===== src/rtl/bilup_pkg.sv =====
`timescale 1ns / 1ps
// ----------------------------------------------------------------------------
// Bilinear image upscaler package
// Shared types, codes and the channel blend function.
// ----------------------------------------------------------------------------
package bilup_pkg;

  localparam int COORD_W   = 12;
  localparam int ADDR_W    = 17;
  localparam int COLOR_W   = 24;
  localparam int PIXEL_W   = 32;
  localparam int CFG_W     = 13;
  localparam int CFG_IDX_W = 1;

  localparam logic KIND_WRITE  = 1'b0;
  localparam logic KIND_SAMPLE = 1'b1;

  localparam logic [CFG_IDX_W-1:0] REG_OUT_WIDTH  = 1'b0;
  localparam logic [CFG_IDX_W-1:0] REG_OUT_HEIGHT = 1'b1;

  localparam logic [7:0] ALPHA = 8'hFF;

  typedef struct packed {
    logic [7:0] r;
    logic [7:0] g;
    logic [7:0] b;
  } rgb_t;

  typedef struct packed {
    logic [7:0] fx;
    logic [7:0] fy;
  } frac_t;

  // a + floor((b - a) * f / 256); the true result always fits in 8 bits.
  function automatic logic [7:0] lerp(input logic [7:0] a, input logic [7:0] b,
                                      input logic [7:0] f);
    logic signed [9:0]  diff;
    logic signed [18:0] prod;
    logic signed [18:0] shr;
    diff = $signed({2'b00, b}) - $signed({2'b00, a});
    prod = diff * $signed({1'b0, f});
    shr  = prod >>> 8;
    return a + shr[7:0];
  endfunction

endpackage


===== src/rtl/bilup_div.sv =====
`timescale 1ns / 1ps
// ----------------------------------------------------------------------------
// Mapping divider
// Two restoring division lanes, one quotient bit per pipeline stage.
// ----------------------------------------------------------------------------
module bilup_div #(
  parameter int QW  = 17,
  parameter int DW  = 12,
  parameter int SBW = 8
) (
  input  logic                           clk,
  input  logic                           rst,
  input  logic                           en,
  input  logic                           in_valid,
  input  logic [bilup_pkg::COORD_W+QW-1:0] num_x,
  input  logic [bilup_pkg::COORD_W+QW-1:0] num_y,
  input  logic [DW-1:0]                  div_x,
  input  logic [DW-1:0]                  div_y,
  input  logic [SBW-1:0]                 side_in,
  output logic                           out_valid,
  output logic [QW-1:0]                  q_x,
  output logic [QW-1:0]                  q_y,
  output logic [SBW-1:0]                 side_out
);

  localparam int NW = bilup_pkg::COORD_W + QW;
  localparam int RW = DW + 1;

  typedef struct packed {
    logic [RW-1:0]  rx;
    logic [RW-1:0]  ry;
    logic [QW-1:0]  qx;
    logic [QW-1:0]  qy;
    logic [NW-1:0]  nx;
    logic [NW-1:0]  ny;
    logic [SBW-1:0] side;
  } stage_t;

  logic [QW-1:0] vld;
  stage_t        st [QW];
  stage_t        init;

  always_comb begin
    init.rx   = RW'(num_x[NW-1:QW]);
    init.ry   = RW'(num_y[NW-1:QW]);
    init.qx   = '0;
    init.qy   = '0;
    init.nx   = num_x;
    init.ny   = num_y;
    init.side = side_in;
  end

  genvar k;
  for (k = 0; k < QW; k++) begin : g_stage
    stage_t        p;
    stage_t        nxt;
    logic          pv;
    logic [RW-1:0] tx;
    logic [RW-1:0] ty;
    logic          bx;
    logic          by;

    if (k == 0) begin : g_first
      assign p  = init;
      assign pv = in_valid;
    end else begin : g_rest
      assign p  = st[k-1];
      assign pv = vld[k-1];
    end

    assign tx = {p.rx[RW-2:0], p.nx[QW-1-k]};
    assign ty = {p.ry[RW-2:0], p.ny[QW-1-k]};
    assign bx = (tx >= {1'b0, div_x});
    assign by = (ty >= {1'b0, div_y});

    always_comb begin
      nxt    = p;
      nxt.rx = bx ? (tx - {1'b0, div_x}) : tx;
      nxt.ry = by ? (ty - {1'b0, div_y}) : ty;
      nxt.qx = {p.qx[QW-2:0], bx};
      nxt.qy = {p.qy[QW-2:0], by};
    end

    always_ff @(posedge clk) begin
      if (rst) begin
        vld[k] <= 1'b0;
      end else if (en) begin
        vld[k] <= pv;
      end
    end

    always_ff @(posedge clk) begin
      if (en) begin
        st[k] <= nxt;
      end
    end
  end

  assign out_valid = vld[QW-1];
  assign q_x       = st[QW-1].qx;
  assign q_y       = st[QW-1].qy;
  assign side_out  = st[QW-1].side;

endmodule


===== config.mk =====
export PLATFORM = sky130hd
export DESIGN_NAME = bilup_div
export DESIGN_NICKNAME = d
export VERILOG_FILES = /design/src/rtl/bilup_pkg.sv /design/src/rtl/bilup_div.sv
export SDC_FILE = /design/constraint.sdc
export NUM_CORES = 2
export LEC_CHECK = 0
export ABC_AREA = 1
export BUFFER_PORTS_ARGS = -buffer_cell sky130_fd_sc_hd__clkbuf_2
export CAP_MARGIN = 10
export CORE_AREA = 2 2 490 395
export CTS_CLUSTER_DIAMETER = 30
export CTS_CLUSTER_SIZE = 20
export DETAILED_ROUTE_END_ITERATION = 16
export DIE_AREA = 0 0 492 397
export GPL_TIMING_DRIVEN = 0
export HOLD_SLACK_MARGIN = 0.1
export PLACE_DENSITY_LB_ADDON = 0.15
export SKIP_CTS_REPAIR_TIMING = 1
export SLEW_MARGIN = 20
export SYNTH_ARGS = -nofsm -noshare
export SYNTH_HDL_FRONTEND = slang
export SYNTH_SLANG_ARGS = --single-unit

===== constraint.sdc =====
create_clock -name clk -period 3.6 [get_ports clk]
set_input_delay 0.72 -clock clk [delete_from_list [all_inputs] [get_ports clk]]
set_output_delay 0.72 -clock clk [all_outputs]
set_load 0.02 [all_outputs]

# Word level (Yosys, flattened, before mapping)
# Memories as Yosys holds them, arrays and structs flattened.
# Cells that the tools add are included.
classes:
  addsub: 34
  mux: 36
  order_cmp: 34
op_table:
  columns: ["cell", "n"]
  rows:
  - ["$ge A13 B12 Y1", 34]
  - ["$mux W13", 34]
  - ["$sub A13 B12 Y13", 34]
  - ["$mux W1", 2]
word_totals:
  elab_cells: 122
  n_memories: 1
  regBits: 17
  ram_bits: 2142
  input_bits: 94
memory_table:
  columns: ["name", "depth", "width", "read_ports", "rd_clocked_by_memory_dff", "wr", "line_no", "source"]
  rows:
  - ["st", 17, 126, 17, 0, 17, "bilup_div.sv:40", "stage_t st [QW];"]

# Longest topological paths before layout
# An unclocked memory read counts as a cell.
depth:
  depth_word: 3
  ltp_mapped: 12
  ltp_nobuf: 11

# Worst setup path after synthesis
# OpenSTA, ideal clock, no wires.
synth_path:
  path_kind: "in2reg"
  start: "in div_y[7]"
  end: "mem st[0][106] (netlist name), data pin"
  t_arrival_ns: 2.297
  cell_stages: 11
  path_buffers: 1
  setup_slack_ns: 1.050
  path_cell_list: "inv_1 ha_1 nand2_2 inv_1 nand2_1 nand2_2 a21oi_4 nand3_4 buf_12 nand2_1 nand2_1"
synth_rtl:
  columns: ["item", "line_no", "source"]
  rows:
  - ["start: declaration", "bilup_div.sv:18", "input logic [DW-1:0] div_y,"]
  - ["end: declaration", "bilup_div.sv:40", null]

==> reports/summary.txt <==
RUN STATUS
----------------------------------------------------------------------------------
Result of the run                                                     finished clean

PLACE
----------------------------------------------------------------------------------
RD Place Congestion                                                          0.852
Pre-CTS WS                                                                 -833 ps
Placed Instances                                                             9,568
Final HPWL DP                                                           112,000 um
Number of buffers added on ports                                               135
Instance area at placement                                             69,100 um^2

SETUP PATH
----------------------------------------------------------------------------------
Max stage delay cell, worst path                                      sky130_fd_sc_hd__buf_16
Worst setup SP type                                                   primary input
CP max FO                                                                       87
Combined buffer and inverter count along the critical path                       8
Delay of the slowest cell on the worst path                                 380 ps
Arrival time of data at the critical path endpoint                         3830 ps
Critical Path RT                                                           4140 ps
Register-to-register path setup slack                                      1290 ps
Cell family with the largest share of critical-path delay             buffers and inverters
Most used cell, CP                                                    sky130_fd_sc_hd__buf_16
Critical-path cell list                                               clkbuf_8, buf_16, buf_16, buf_16, buf_16, buf_16, buf_16, buf_16
Reg2reg path depth                                                               7
Origin of the critical flop-to-flop path                                st[0][486]
Startpoint-to-endpoint class of the critical path                           in2reg
Endpoint of the lowest-slack register-to-register path                  st[0][604]
Endpoint class of the critical path                                           flop

FLOORPLANNING
----------------------------------------------------------------------------------
Area of the core                                                      191,000 um^2
I/O pin count                                                                  137
Total Die Area                                                        195,000 um^2
Overall die width                                                           492 um
Std cell rows                                                                  144
Starting density of the core                                                 0.337
Die outline height                                                          397 um

CTS
----------------------------------------------------------------------------------
Clock tree from TritonCTS                                                      yes
Clock slew at reported path FFs                                              40 ps
Latest clock arrival within the worst-skew pair                             880 ps
Maximum buffer depth of the clock tree                                           4
Root buffer selected by CTS                                           sky130_fd_sc_hd__clkbuf_16
Clock buffers created by TritonCTS                                             297
CTS H-Tree Depth                                                                 5
Clk sink count                                                               1,115

ROUTE
----------------------------------------------------------------------------------
Post-Route WL                                                           158,000 um
Remaining number of nets flagged by the antenna check after routing              0
Detailed Route Iter0 Violations                                              3,524
Initial DRT Pass Iterations                                                      6
Average detailed-routed wire length per instance                           15.6 um
Via density per instance                                                      4.64
DRC errors left                                                                  0
Via count                                                                   47,000

CELLS AND AREA
----------------------------------------------------------------------------------
Footprint of the multi-input gates                                     26,200 um^2
Final std cell area, no fill                                           78,800 um^2
Fill cells                                                                  18,700
Area occupied by registers                                             33,300 um^2
Post-layout util                                                             0.412
Nets                                                                         7,888
Final instance count without filler cells                                   10,100
Layout cells sized above 1                                                   0.143
Area growth from synthesis to final layout                                   22.2%

LOGIC SYNTHESIS
----------------------------------------------------------------------------------
Distinct cell type count of the synthesized netlist                             34
Fraction of synthesized cell area taken by the top area cell type            0.512
Top FF cell, synth                                                    sky130_fd_sc_hd__edfxtp_1
Warnings, synthesis                                                              0
Count of flip-flops with a built-in enable after synthesis                   1,098
Flop and latch count out of synthesis                                        1,115
Synth area leaders                                                    sky130_fd_sc_hd__edfxtp_1 51%, sky130_fd_sc_hd__nand2_1 12%, sky130_fd_sc_hd__ha_1 7.9%, sky130_fd_sc_hd__inv_1 6.4%, sky130_fd_sc_hd__nand3_1 3.1%
Cells after synthesis                                                        6,848
Sequential area share after synthesis                                        0.517
Post-synth top cells                                                  2,090 x sky130_fd_sc_hd__nand2_1, 1,102 x sky130_fd_sc_hd__inv_1, 1,098 x sky130_fd_sc_hd__edfxtp_1
Total standard cell area after synthesis                               64,400 um^2
Async SR Flop Fraction                                                           0
Most common cell in the synthesized netlist                           sky130_fd_sc_hd__nand2_1
Synthesized area per cell                                                9.41 um^2
Synthesized Nets                                                             7,382
Post-synth top area cell                                              sky130_fd_sc_hd__edfxtp_1

GRT
----------------------------------------------------------------------------------
Via count of the first global-routing pass                                  45,100
Initial antenna violation count                                                 11
Largest net degree at the start of global routing                               89
Leftover overflow at the end of global routing                                   0
First-pass GRT wire length                                              250,000 um
Overall fraction of global-route tracks in use                               0.160

STA
----------------------------------------------------------------------------------
Peak clock frequency supported by timing                                   304 MHz
Final setup slack of the worst path                                         312 ps
Ratio of final minimum period to clock period                                0.913
Worst-case hold slack                                                       204 ps
Number of pins with negative max-slew slack in the final report                  0
Fin crit period                                                            3290 ps
Transition time of the tightest slew-check pin                              996 ps
Worst setup skew after layout                                              58.7 ps
Final hold vios                                                                  0
Worst slew margin relative to its limit                                      0.336
Setup repair after global routing missed its margin                             no
Final Setup Violations                                                           0
Total Neg Setup Slack                                                         0 ps

MIN PATH
----------------------------------------------------------------------------------
Worst hold path startpoint                                                     rst
Path class of the lowest-slack min-delay path                               in2reg
Endpoint, Worst Hold                                                  g_stage[11].pv
Instance count along the most critical hold path                                 2

PWR
----------------------------------------------------------------------------------
Power Dens Cells                                                       874 nW/um^2
Static Leak                                                                35.6 nW
Worst voltage drop across the vdd grid                                      434 uV
Design Power                                                               68.9 mW

JOB
----------------------------------------------------------------------------------
Max_cap viols                                                                    0

-- metal layers --
| layer | track usage | vias to the layer above | wire, um |
|---|---|---|---|
| li1 | - | 24000 | - |
| met1 | 0.246 | 21500 | 82300 |
| met2 | 0.221 | 1150 | 62500 |
| met3 | 0.0345 | 308 | 9390 |
| met4 | 0.0516 | 2 | 3950 |
| met5 | 0 | - | 13 |
-- where the power goes --
group	switching [mW]	leakage, nW	internal, mW
registers	1.67	10.9	18.4
clock network	7.60	4.50	16.6
logic	15.6	20.2	8.96
-- state kept, by name, summed over array words and instances (netlist names) --
| name | cells |
|---|---|
| out_valid | 1 |
| g_stage.pv | 16 |
| st | 1098 |
-- cells in the final DEF (no fill, tap or decap), types with 26 or more instances in the layout --
master	Yosys	routed
sky130_fd_sc_hd__buf_12	15	26
sky130_fd_sc_hd__clkbuf_1	4	49
sky130_fd_sc_hd__nor3_1	55	55
sky130_fd_sc_hd__inv_2	14	36
sky130_fd_sc_hd__nand4_1	292	292
sky130_fd_sc_hd__o21ai_0	132	132
sky130_fd_sc_hd__o21ai_1	32	32
sky130_fd_sc_hd__fa_1	32	32
sky130_fd_sc_hd__a21oi_1	142	142
sky130_fd_sc_hd__clkbuf_2	0	132
sky130_fd_sc_hd__xnor2_1	32	32
sky130_fd_sc_hd__edfxtp_1	1098	1098
sky130_fd_sc_hd__xor2_1	143	143
sky130_fd_sc_hd__o21ai_2	51	51
sky130_fd_sc_hd__inv_1	1102	1080
sky130_fd_sc_hd__ha_1	408	408
sky130_fd_sc_hd__nor2_2	36	36
sky130_fd_sc_hd__nor2_1	329	329
sky130_fd_sc_hd__clkinv_2	0	46
sky130_fd_sc_hd__nand2_2	101	101
sky130_fd_sc_hd__a21oi_4	32	32
sky130_fd_sc_hd__nand3b_1	64	64
sky130_fd_sc_hd__dlygate4sd3_1	0	41
sky130_fd_sc_hd__clkbuf_16	0	302
sky130_fd_sc_hd__nand2_1	2090	2090
sky130_fd_sc_hd__clkinv_1	1	49
sky130_fd_sc_hd__nand3_2	117	117
sky130_fd_sc_hd__nand3_1	399	399
-- layout make-up --
| class | instances | area share |
|---|---|---|
| buffer | 71 | 0.00952 |
| clock buffer | 348 | 0.0981 |
| inverter | 1117 | 0.0532 |
| timing repair buffer | 207 | 0.0237 |
| tap | 2555 | 0.0406 |
| clock inverter | 165 | 0.0193 |
| sequential | 1115 | 0.423 |
| antenna | 2 | 0.0000636 |
| multi-input combinational | 4545 | 0.332 |
-- how the worst max path moves through the flow --
stage	from	to	slack, ps	cells past startpoint
3_5_place_dp	en	st[0][2016]	-830	8
5_1_grt	en	st[0][1392]	80	8
4_1_cts	en	st[0][2016]	160	8
3_3_place_gp	en	st[0][2016]	-18990	1
6_report	en	st[0][1392]	310	8
2_1_floorplan	div_y[7]	st[0][106]	1050	11
-- cells by family (layout without fill, tap and decap cells) --
group | after synthesis | in the layout | share of synthesized area
AND/OR/NAND/NOR | 3539 | 3539 | 0.254
buffers and inverters | 1188 | 1908 | 0.0767
flip-flops | 1115 | 1115 | 0.517
adder cells (fa/ha/maj) | 440 | 440 | 0.0892
AO/OA/AOI/OAI | 391 | 391 | 0.0390
XOR/XNOR | 175 | 175 | 0.0238
other | 0 | 2 | 0
(Power assumes the default switching activity.)
